<file path="src/atq_pkg.sv">
// Types and constants of the alarm timer queue.
package atq_pkg;

    typedef enum logic [1:0] {
        KIND_TICK   = 2'd0,
        KIND_ARM    = 2'd1,
        KIND_CANCEL = 2'd2,
        KIND_NONE   = 2'd3
    } kind_t;

    typedef enum logic [2:0] {
        EV_FIRED     = 3'd0,
        EV_ARMED     = 3'd1,
        EV_FULL      = 3'd2,
        EV_CANCELLED = 3'd3,
        EV_NOT_FOUND = 3'd4
    } event_t;

    localparam int OWNER_W = 8;
    localparam int DUR_W   = 32;
    localparam int CNT_W   = 5;

    localparam logic [CNT_W-1:0] MAX_FIRES   = 5'd16;
    localparam logic [31:0]      REARM_RESET = 32'd3000000;

endpackage

</file>
<file path="src/atq_alu.sv">
// Shared time adder and wrap-around time comparator.
module atq_alu #(
    parameter int TIME_BITS = 40
) (
    input  logic [TIME_BITS-1:0] add_a,
    input  logic [TIME_BITS-1:0] add_b,
    output logic [TIME_BITS-1:0] sum,
    input  logic [TIME_BITS-1:0] cmp_a,
    input  logic [TIME_BITS-1:0] cmp_b,
    output logic                 earlier
);

    logic [TIME_BITS-1:0] diff;

    assign sum     = add_a + add_b;
    assign diff    = cmp_a - cmp_b;
    // cmp_a is earlier than cmp_b when the wrapped difference is negative
    assign earlier = diff[TIME_BITS-1];

endmodule

</file>
<file path="src/alarm_timer_queue_core.sv">
// Alarm timer queue: slot table, time counter and scan sequencer.
// Tick: scans the table to find due slots, then fires each marked slot in turn, skipping the rest.
// Arm: one table scan. Cancel: two table scans if found, one if not.
// One transaction at a time; the slot scan through the table sets the rate.
// Results leave through an output register, so the next item is taken while one waits.
// Synchronous active-low reset clears time, empties the table, rearm interval 3000000.
module alarm_timer_queue_core
    import atq_pkg::*;
#(
    parameter int DEPTH     = 16,
    parameter int TIME_BITS = 40
) (
    input  logic        aclk,
    input  logic        aresetn,
    input  logic        s_tvalid,
    output logic        s_tready,
    input  logic [39:0] s_tdata,   // [7:0] owner, [39:8] duration
    input  logic [1:0]  s_tuser,   // [1:0] kind
    output logic        m_tvalid,
    input  logic        m_tready,
    output logic [15:0] m_tdata,   // [7:0] target_owner, [8] earliest_changed, [15:9] zero
    output logic [2:0]  m_tuser,   // [2:0] event_res
    output logic        m_tlast,
    input  logic        cfg_valid,
    output logic        cfg_ready,
    input  logic [31:0] cfg_data
);

    localparam int AW = (DEPTH > 1) ? $clog2(DEPTH) : 1;
    localparam int IW = $clog2(DEPTH + 1);
    localparam int PW = TIME_BITS - DUR_W;

    typedef enum logic [2:0] {
        ST_IDLE,
        ST_SCAN,
        ST_FCHK,
        ST_FUPD,
        ST_RESP
    } state_t;

    state_t               state_reg;
    kind_t                kind_reg;
    logic [IW-1:0]        idx_reg;
    logic                 ev_vld_reg;
    logic [AW-1:0]        ev_idx_reg;
    logic                 phase_reg;
    logic                 found_reg;
    logic                 flag_reg;
    logic [AW-1:0]        sel_reg;
    logic [OWNER_W-1:0]   owner_reg;
    logic [TIME_BITS-1:0] key_reg;
    logic [TIME_BITS-1:0] now_reg;
    logic [31:0]          rearm_reg;
    logic [DEPTH-1:0]     valid_reg;
    logic [DEPTH-1:0]     mask_reg;
    logic [CNT_W-1:0]     fcnt_reg;
    logic                 m_tvalid_reg;
    event_t               m_ev_reg;
    logic [OWNER_W-1:0]   m_owner_reg;
    logic                 m_chg_reg;
    logic                 m_last_reg;

    logic [TIME_BITS-1:0] exp_mem [DEPTH];
    logic [OWNER_W-1:0]   own_mem [DEPTH];
    logic [TIME_BITS-1:0] rd_exp_reg;
    logic [OWNER_W-1:0]   rd_own_reg;

    logic [AW-1:0]        rd_addr;
    logic [TIME_BITS-1:0] add_a;
    logic [TIME_BITS-1:0] add_b;
    logic [TIME_BITS-1:0] sum;
    logic [TIME_BITS-1:0] cmp_a;
    logic [TIME_BITS-1:0] cmp_b;
    logic                 lt;
    logic                 ev_valid;
    logic                 ev_last;
    logic                 out_free;
    logic                 res_load;
    logic                 tick_hit;
    logic                 cancel_hit;
    logic                 fire_last;
    logic                 mem_we;
    logic                 own_we;
    logic [AW-1:0]        wr_addr;
    logic [TIME_BITS-1:0] wr_exp;

    atq_alu #(
        .TIME_BITS(TIME_BITS)
    ) u_atq_alu (
        .add_a  (add_a),
        .add_b  (add_b),
        .sum    (sum),
        .cmp_a  (cmp_a),
        .cmp_b  (cmp_b),
        .earlier(lt)
    );

    assign s_tready  = (state_reg == ST_IDLE);
    assign cfg_ready = (state_reg == ST_IDLE);
    assign m_tvalid  = m_tvalid_reg;
    assign m_tuser   = m_ev_reg;
    assign m_tlast   = m_last_reg;
    assign m_tdata   = {7'b0, m_chg_reg, m_owner_reg};

    assign rd_addr    = (idx_reg < IW'(DEPTH)) ? idx_reg[AW-1:0] : '0;
    assign ev_valid   = valid_reg[ev_idx_reg];
    assign ev_last    = (ev_idx_reg == AW'(DEPTH - 1));
    assign out_free   = !m_tvalid_reg || m_tready;
    assign res_load   = out_free && (state_reg == ST_FUPD || state_reg == ST_RESP);
    assign tick_hit   = ev_valid && !lt && (fcnt_reg < MAX_FIRES);
    assign cancel_hit = ev_valid && (rd_own_reg == owner_reg) && (!found_reg || lt);
    assign fire_last  = ((mask_reg & ~(DEPTH'(1) << rd_addr)) == '0);

    always_comb begin
        if (state_reg == ST_FUPD) begin
            add_a = rd_exp_reg;
            add_b = {{PW{1'b0}}, rearm_reg};
        end else begin
            add_a = now_reg;
            add_b = (s_tuser == KIND_TICK) ? TIME_BITS'(1)
                                           : {{PW{1'b0}}, s_tdata[39:8]};
        end
    end

    always_comb begin
        case (kind_reg)
            KIND_TICK: begin
                cmp_a = now_reg;
                cmp_b = rd_exp_reg;
            end
            KIND_CANCEL: begin
                cmp_a = phase_reg ? key_reg : rd_exp_reg;
                cmp_b = phase_reg ? rd_exp_reg : key_reg;
            end
            default: begin
                cmp_a = key_reg;
                cmp_b = rd_exp_reg;
            end
        endcase
    end

    always_comb begin
        mem_we  = 1'b0;
        own_we  = 1'b0;
        wr_addr = rd_addr;
        wr_exp  = sum;
        if (state_reg == ST_FUPD && out_free) begin
            mem_we = 1'b1;
        end else if (state_reg == ST_RESP && out_free && kind_reg == KIND_ARM && found_reg) begin
            mem_we  = 1'b1;
            own_we  = 1'b1;
            wr_addr = sel_reg;
            wr_exp  = key_reg;
        end
    end

    always_ff @(posedge aclk) begin
        if (mem_we) begin
            exp_mem[wr_addr] <= wr_exp;
        end
        if (own_we) begin
            own_mem[wr_addr] <= owner_reg;
        end
        rd_exp_reg <= exp_mem[rd_addr];
        rd_own_reg <= own_mem[rd_addr];
    end

    always_ff @(posedge aclk) begin
        if (!aresetn) begin
            state_reg    <= ST_IDLE;
            kind_reg     <= KIND_NONE;
            idx_reg      <= '0;
            ev_vld_reg   <= 1'b0;
            phase_reg    <= 1'b0;
            found_reg    <= 1'b0;
            flag_reg     <= 1'b0;
            now_reg      <= '0;
            rearm_reg    <= REARM_RESET;
            valid_reg    <= '0;
            mask_reg     <= '0;
            fcnt_reg     <= '0;
            m_tvalid_reg <= 1'b0;
        end else begin
            if (m_tvalid_reg && m_tready && !res_load) begin
                m_tvalid_reg <= 1'b0;
            end
            if (cfg_valid && cfg_ready) begin
                rearm_reg <= cfg_data;
            end
            unique case (state_reg)
                ST_IDLE: begin
                    ev_vld_reg <= 1'b0;
                    if (s_tvalid) begin
                        kind_reg  <= kind_t'(s_tuser);
                        owner_reg <= s_tdata[7:0];
                        key_reg   <= sum;
                        idx_reg   <= '0;
                        phase_reg <= 1'b0;
                        found_reg <= 1'b0;
                        flag_reg  <= 1'b1;
                        mask_reg  <= '0;
                        fcnt_reg  <= '0;
                        if (s_tuser == KIND_TICK) begin
                            now_reg <= sum;
                        end
                        if (s_tuser != KIND_NONE) begin
                            state_reg <= ST_SCAN;
                        end
                    end
                end
                ST_SCAN: begin
                    if (idx_reg < IW'(DEPTH)) begin
                        idx_reg <= idx_reg + IW'(1);
                    end
                    ev_vld_reg <= (idx_reg < IW'(DEPTH));
                    ev_idx_reg <= rd_addr;
                    if (ev_vld_reg) begin
                        case (kind_reg)
                            KIND_TICK: begin
                                if (tick_hit) begin
                                    mask_reg[ev_idx_reg] <= 1'b1;
                                    fcnt_reg             <= fcnt_reg + CNT_W'(1);
                                end
                            end
                            KIND_ARM: begin
                                if (ev_valid && !lt) begin
                                    flag_reg <= 1'b0;
                                end
                                if (!ev_valid && !found_reg) begin
                                    found_reg <= 1'b1;
                                    sel_reg   <= ev_idx_reg;
                                end
                            end
                            KIND_CANCEL: begin
                                if (!phase_reg) begin
                                    if (cancel_hit) begin
                                        found_reg <= 1'b1;
                                        sel_reg   <= ev_idx_reg;
                                        key_reg   <= rd_exp_reg;
                                    end
                                end else if (ev_idx_reg != sel_reg && ev_valid && !lt) begin
                                    flag_reg <= 1'b0;
                                end
                            end
                            default: ;
                        endcase
                        if (ev_last) begin
                            case (kind_reg)
                                KIND_TICK: begin
                                    idx_reg   <= '0;
                                    state_reg <= (mask_reg != '0 || tick_hit) ? ST_FCHK
                                                                              : ST_IDLE;
                                end
                                KIND_CANCEL: begin
                                    if (!phase_reg && (found_reg || cancel_hit)) begin
                                        phase_reg <= 1'b1;
                                        idx_reg   <= '0;
                                    end else begin
                                        state_reg <= ST_RESP;
                                    end
                                end
                                default: state_reg <= ST_RESP;
                            endcase
                        end
                    end
                end
                ST_FCHK: begin
                    if (idx_reg >= IW'(DEPTH)) begin
                        state_reg <= ST_IDLE;
                    end else if (mask_reg[rd_addr]) begin
                        state_reg <= ST_FUPD;
                    end else begin
                        idx_reg <= idx_reg + IW'(1);
                    end
                end
                ST_FUPD: begin
                    if (out_free) begin
                        m_tvalid_reg      <= 1'b1;
                        m_ev_reg          <= EV_FIRED;
                        m_owner_reg       <= rd_own_reg;
                        m_chg_reg         <= 1'b0;
                        m_last_reg        <= fire_last;
                        mask_reg[rd_addr] <= 1'b0;
                        idx_reg           <= idx_reg + IW'(1);
                        state_reg         <= fire_last ? ST_IDLE : ST_FCHK;
                    end
                end
                ST_RESP: begin
                    if (out_free) begin
                        m_tvalid_reg <= 1'b1;
                        m_owner_reg  <= owner_reg;
                        m_last_reg   <= 1'b1;
                        state_reg    <= ST_IDLE;
                        if (kind_reg == KIND_ARM) begin
                            m_ev_reg  <= found_reg ? EV_ARMED : EV_FULL;
                            m_chg_reg <= found_reg && flag_reg;
                            if (found_reg) begin
                                valid_reg[sel_reg] <= 1'b1;
                            end
                        end else begin
                            m_ev_reg  <= found_reg ? EV_CANCELLED : EV_NOT_FOUND;
                            m_chg_reg <= found_reg && flag_reg;
                            if (found_reg) begin
                                valid_reg[sel_reg] <= 1'b0;
                            end
                        end
                    end
                end
                default: state_reg <= ST_IDLE;
            endcase
        end
    end

endmodule

</file>
<file path="config.mk">
export PLATFORM = sky130hd
export DESIGN_NAME = alarm_timer_queue_core
export DESIGN_NICKNAME = d
export VERILOG_FILES = /design/src/atq_pkg.sv /design/src/atq_alu.sv /design/src/alarm_timer_queue_core.sv
export SDC_FILE = /design/constraint.sdc
export NUM_CORES = 2
export LEC_CHECK = 0
export ABC_AREA = 1
export BUFFER_PORTS_ARGS = -buffer_cell sky130_fd_sc_hd__buf_4
export CORE_ASPECT_RATIO = 1.25
export CORE_MARGIN = 8
export CORE_UTILIZATION = 57
export DETAILED_ROUTE_END_ITERATION = 8
export GPL_TIMING_DRIVEN = 0
export PLACE_DENSITY = 0.81
export SYNTH_ARGS = -nofsm -noshare
export SYNTH_HDL_FRONTEND = slang
export SYNTH_HIERARCHICAL = 1
export SYNTH_SLANG_ARGS = --single-unit
</file>
<file path="constraint.sdc">
create_clock -name aclk -period 16.87 [get_ports aclk]
set_clock_uncertainty 0.15 [all_clocks]
set_input_delay 4.2175 -clock aclk [delete_from_list [all_inputs] [get_ports aclk]]
set_output_delay 4.2175 -clock aclk [all_outputs]
set_load 0.05 [all_outputs]
</file>
* Yosys cells after proc, flatten, opt, wreduce, memory -nomap -nowiden
Memory sizes are Yosys's and may differ from the RTL's. A register that Yosys moved wholly into a read port is not among the register bits.
Index checks and enable logic that the tools add are counted.
** Storage, ports and cells
- Flip-flop bits (word level) :: 193
- Memory bits (writable) :: 768
- Input port bits :: 79
- Output and inout bits :: 23
- Word-level logic and storage cells :: 250
- Memories :: 2
** Cells by class
- $add $sub $neg :: 4
- Order comparisons :: 9
- Eq/ne operators :: 36
- Shift operators :: 1
- Mux-type cells :: 112
- Bitwise logic cells :: 8
- Reductions and logical operators :: 57
** Memories
- exp_mem :: words 16, bits a word 40, rd ports 1, clocked after memory_dff 1, wr ports 1, RTL line alarm_timer_queue_core.sv:63 : logic [TIME_BITS-1:0] exp_mem [DEPTH];
- own_mem :: words 16, bits a word 8, rd ports 1, clocked after memory_dff 1, wr ports 1, RTL line alarm_timer_queue_core.sv:64 : logic [OWNER_W-1:0] own_mem [DEPTH];
** Operator list (count)
- 2-to-1 mux 40 bit :: 11
- one-hot mux 40 bit (2 select lines) :: 2
- 2-to-1 mux 16 bit :: 8
- 2-to-1 mux 32 bit :: 2
- 2-to-1 mux 5 bit :: 11
- AND 16 bit :: 3
- NOT 16 bit :: 3
- one-hot mux 16 bit (3 select lines) :: 1
- adder 40 x 32 -> 40 bit :: 1
- subtractor 40 bit :: 1
- 2-to-1 mux 3 bit :: 12
- 2-to-1 mux 1 bit :: 33
- inequality test 2 bit (second input constant) :: 16
- bitwise OR 16 bit :: 2
- AND reduction 7 bit :: 4
- inequality test 3 bit (second input constant) :: 9
- 2-to-1 mux 4 bit :: 6
- logical AND 1 bit :: 20
- one-hot mux 5 bit (2 select lines) :: 2
- one-hot mux 5 bit (4 select lines) :: 1
- zero test 16 bit :: 1
- 2-to-1 mux 8 bit :: 2
- one-hot mux 1 bit (2 select lines) :: 8
- one-hot mux 8 bit (2 select lines) :: 1
- other kinds (36) :: 67

* Logic depth before layout (Yosys ltp)
- Word-level depth :: 12
- Depth in mapped cells :: 33
- Mapped depth without buffers :: 31

* Hierarchy
The synthesis kept the hierarchy.
** By module, submodules not included
- alarm_timer_queue_core :: instances 1, cells each 3341, area each 40515.1 µm², sequential area each 28577.4 µm²
- atq_alu :: instances 1, cells each 790, area each 3980.1 µm², sequential area each 0.0 µm²

* Worst setup path after synthesis
Ideal clock, no wire load.
- Path type :: input to register
- Start :: input m_tready
- End :: memory exp_mem[5][0] (enable)
- Library setup time :: 0.437 ns
- Data arrival time :: 7.041 ns
- Data required time :: 16.283 ns
- Path slack :: 9.242 ns
- Cell stages on the path :: 12
- Path buffers :: 1
- Cells stage by stage :: nor2_1 -> inv_1 -> nand2_1 -> nor2_2 -> inv_2 -> buf_6 -> nand2_1 -> o21ai_1 -> inv_1 -> nor2_1 -> nand2_1 -> nor2_1
** On the way
- Word-level cells in the longest chain between the ends :: 8
- Elaborated cells between the ends (all ways) :: 11
- Classes of those cells :: mux (6); reduce/logical (5)
** Ends and longest elaborated chain
- from (decl) :: RTL line alarm_timer_queue_core.sv:20 : input logic m_tready,
- logical OR 1 bit (*) :: RTL line alarm_timer_queue_core.sv:108 : assign out_free = !m_tvalid_reg || m_tready;
- logical AND 1 bit (3 in series) :: RTL line alarm_timer_queue_core.sv:149 : end else if (state_reg == ST_RESP && out_free && kind_reg == KIND_ARM && found_reg) begin
- 2-to-1 mux 1 bit :: RTL line alarm_timer_queue_core.sv:149
- 2-to-1 mux 1 bit :: RTL line alarm_timer_queue_core.sv:147 : if (state_reg == ST_FUPD && out_free) begin
- 2-to-1 mux 1 bit :: RTL line alarm_timer_queue_core.sv:158 : if (mem_we) begin
- 2-to-1 mux 1 bit (not written as such) :: RTL line alarm_timer_queue_core.sv:159 : exp_mem[wr_addr] <= wr_exp;
- to (decl) :: RTL line alarm_timer_queue_core.sv:63
Mark *: on every way between the ends. The rest lies on a longest branch, timed or not.

* Final worst setup path
- Start :: input s_tuser[0]
- End :: memory exp_mem[3][16], data pin
** On the way
- Word-level cells in the longest chain between the ends :: 6
** Ends and longest elaborated chain
- from (decl) :: RTL line alarm_timer_queue_core.sv:18 : input logic [1:0] s_tuser,
- zero test 2 bit (*) :: RTL line alarm_timer_queue_core.sv:120 : add_b = (s_tuser == KIND_TICK) ? TIME_BITS'(1)
- 2-to-1 mux 32 bit (*) :: RTL line alarm_timer_queue_core.sv:120
- 2-to-1 mux 32 bit (*) :: RTL line alarm_timer_queue_core.sv:115 : if (state_reg == ST_FUPD) begin
- via add_b[1] :: RTL line alarm_timer_queue_core.sv:70 : logic [TIME_BITS-1:0] add_b;
- adder 40 x 32 -> 40 bit (*) :: RTL line atq_alu.sv:15 : assign sum = add_a + add_b;
- via sum[16] :: RTL line alarm_timer_queue_core.sv:71 : logic [TIME_BITS-1:0] sum;
- 2-to-1 mux 40 bit :: RTL line alarm_timer_queue_core.sv:149
- 2-to-1 mux 40 bit (*) :: RTL line alarm_timer_queue_core.sv:147
- via wr_exp[16] :: RTL line alarm_timer_queue_core.sv:85 : logic [TIME_BITS-1:0] wr_exp;
The timed path passes the listed nets; every way through them passes the cells marked *.

==> reports/summary.log <==
[synthesis] synthesized cell area 0.0445 mm2
[final_layout] flip-flop count of the largest register after layout 640
[final_layout] Total Nets Final 4554
[clock_network] number of hold buffers added after cts 0
[clock_network] Inserted Clock Buffers 92
[synthesis] sequential fraction of the synthesis area 0.642
[sta] share of the cycle needed by the critical path after routing 0.457
[clock_network] CTS HTree Levels 3
[run_status] result of the run finished clean
[setup_path] class of the most critical setup path input port to flip-flop
[final_layout] register name with the most flops exp_mem
[drt] average wire per standard cell 24.1 um
[final_layout] non-filler cells, final 5515
[sta] actual transition at the worst max-transition pin 1470 ps
[setup_path] critical path fanouts, max 16
[setup_path] endpoint type of the worst setup path flip-flop
[sta] worst hold slack across all endpoints 296 ps
[clock_network] CTS clk-pin slew, worst paths 60 ps
[sta] final-report setup violation count 0
[final_layout] commonest cells after routing, fill and taps aside sky130_fd_sc_hd__edfxtp_1, sky130_fd_sc_hd__nand2_1, sky130_fd_sc_hd__a22oi_1
[sta] final critical delay including setup and external delays 7720 ps
[sta] fmax 130 MHz
[clock_network] number of cells upsized or downsized after cts 0
[power_and_ir_drop] power per standard cell area 140 mW/mm2
[final_layout] fin area 0.0506 mm2
[clock_network] Max clock buf depth 3
[setup_path] Startpoint Class input port
[placed_design] placed cells 5338
[die] overall die height 328 um
[setup_path] data required time at the worst endpoint 17000 ps
[placed_design] final weighted congestion in routability-driven placement 0.974
[sta] final worst-path setup slack 9150 ps
[setup_path] CP Cell Sequence buf_4 -> nor2_1 -> inv_1 -> buf_1 -> nand3_1 -> o21ai_0 -> fa_1 -> nand3_1 -> nand3_1 -> nand2_1 -> nand3_1 -> nand2_1 -> nand2_1 -> xor2_1 -> nand2_1 -> o21ai_1
[global_route] first-pass GRT wire length 195 mm
[drt] number of nets with antenna violations after detailed routing 0
[final_layout] Largest regs exp_mem: 640 flops, own_mem: 128 flops
[sta] final hold vios 0
[global_route] residual overflow from global routing 0
[setup_path] cell at the slowest stage of the critical path sky130_fd_sc_hd__o21ai_1
[synthesis] count of flip-flops with a built-in enable after synthesis 837
[min_path] worst hold path type flip-flop to flip-flop
[drt] # DRC 0
[drt] total routed wirelength 133 mm
[synthesis] post-synthesis cell count 4131
[drt] violation count after the first detailed-route iteration 4837
[global_route] maximum number of pins on one net before global-route repair 28
[die] overall die width 266 um
[sta] setup repair after global routing missed its margin false
[global_route] vias in the first global route 33100
[drt] Via-to-Cell Ratio 6.18
[placed_design] pre-CTS setup slack 8580 ps
[final_layout] fraction of final layout cells with drive strength greater than 1 0.0972
[final_layout] final cell utilization of the core 0.654
[job] # Max-Cap Violations 0
[placed_design] number of buffers inserted by port buffering 94
[placed_design] Final HPWL DP 93.6 mm
[die] top-level I/O count 102
[sta] Slew Limit Headroom 0.0154
[final_layout] most common cell after layout, fill and taps aside sky130_fd_sc_hd__edfxtp_1
[die] initial cell density of the core 0.576
[setup_path] largest incremental delay on the critical path 650 ps
[power_and_ir_drop] Power, Total 7.10 mW
[synthesis] post-synthesis async set-or-reset flop share 0
[drt] total number of vias 34100
[setup_path] data arrival time of the critical path 7840 ps
[synthesis] distinct cell type count after synthesis 54
[clock_network] TritonCTS Sinks 1009
[synthesis] Synth Register Bits 1009
[synthesis] most used flip-flop cell after synthesis sky130_fd_sc_hd__edfxtp_1
[drt] Detailed Routing Iterations Pass 1 7
[synthesis] Mapped Avg Cell Area 10.8 um2
[clock_network] clock tree from TritonCTS built
[sta] setup total negative slack 0 ps
[global_route] Tot GR Track Use 0.295
[die] placeable core region 0.0773 mm2
[synthesis] yosys warns 6
[sta] Final Max Tran Viols 0
[die] Total Die Area 0.0873 mm2
[clock_network] clock tree root driver cell sky130_fd_sc_hd__clkbuf_16
[power_and_ir_drop] P_leak 18.8 nW
[clock_network] insertion delay of the later-clocked pin in the worst-skew pair 660 ps
[die] number of core rows 114
[final_layout] Area Overhead vs Synth 13.7%
[global_route] initial antenna violation count 3
[power_and_ir_drop] Max VDD drop 85.1 uV
[placed_design] standard cell area after detailed placement 0.0475 mm2
[clock_network] setup repair bufs after CTS 0
## routing by layer
| metal | vias to the layer above | wire (um) | part of all wire | track usage |
|---|---|---|---|---|
| li1 | 15200 | - | - | - |
| met4 | 2 | 9330 | 0.070 | 0.192 |
| met5 | - | 18 | 0.00014 | 0 |
| met2 | 2222 | 64300 | 0.48 | 0.500 |
| met3 | 558 | 14400 | 0.11 | 0.0629 |
| met1 | 16100 | 45100 | 0.34 | 0.336 |
## power breakdown
part	leakage (nW)	switching, mW	internal [mW]
clock network	1.50	0.935	1.23
registers	8.98	0.101	2.95
logic	8.30	1.32	0.568
total	18.8	2.35	4.74
## critical path: cells and delay by family
family | cells | cell delay [ps]
AOI/OAI and AO/OA | 2 | 840
adders and majority gates | 1 | 500
and+or+nand+nor | 9 | 1320
xor gates and xnor gates | 1 | 370
buffers and inverters | 3 | 600
## final cells by class
class                   instances  area, um2
fillers                      5591      26700
inverters                     370       1390
diodes                          4       10.0
plain buffers                 216        946
repair buffers                150       1470
clock buffers                 114       2460
flip-flops and latches       1009      28600
clock inverters                58        649
well taps                    1044       1310
multi-input cells            2550      13800
## logic make-up (layout without fill, tap and decap cells)
family	Yosys count	in the layout	synth area share
xor+xnor	36	36	0.00709
simple gates	1322	1322	0.125
fa+ha+maj	86	86	0.0244
other cells	1	19	0.0000843
buf+inv	586	908	0.0525
compound gates	1091	1091	0.149
flops	1009	1009	0.642
## synthesized netlist by cell type (14+ instances only)
cell | count | area, um2
sky130_fd_sc_hd__buf_1 | 25 | 93.8
sky130_fd_sc_hd__nand3_1 | 95 | 475
sky130_fd_sc_hd__o221ai_1 | 41 | 359
sky130_fd_sc_hd__nor2_2 | 15 | 93.8
sky130_fd_sc_hd__o21ai_0 | 321 | 1610
sky130_fd_sc_hd__a22oi_1 | 378 | 2840
sky130_fd_sc_hd__xor2_1 | 24 | 210
sky130_fd_sc_hd__clkbuf_1 | 117 | 439
sky130_fd_sc_hd__nand2_1 | 764 | 2870
sky130_fd_sc_hd__buf_2 | 60 | 300
sky130_fd_sc_hd__or3_1 | 47 | 294
sky130_fd_sc_hd__dfxtp_1 | 172 | 3440
sky130_fd_sc_hd__or2_0 | 37 | 231
sky130_fd_sc_hd__a21oi_1 | 315 | 1580
sky130_fd_sc_hd__o22ai_1 | 14 | 87.6
sky130_fd_sc_hd__ha_1 | 85 | 1060
sky130_fd_sc_hd__nor2_1 | 297 | 1110
sky130_fd_sc_hd__nor3_1 | 16 | 80.1
sky130_fd_sc_hd__edfxtp_1 | 837 | 25100
sky130_fd_sc_hd__nand3b_1 | 19 | 143
sky130_fd_sc_hd__inv_1 | 355 | 1330
## path summary, 6_finish.rpt
kind,from,end,slack (ps),depth (start not counted)
max,s_tuser[0],exp_mem[3][16],9150,16
min reg2reg,rearm_reg[22],rearm_reg[22],300,2
min,rearm_reg[22],rearm_reg[22],300,2
max reg2reg,kind_reg[0],sel_reg[0],10680,28
(Power assumes the default switching activity.)
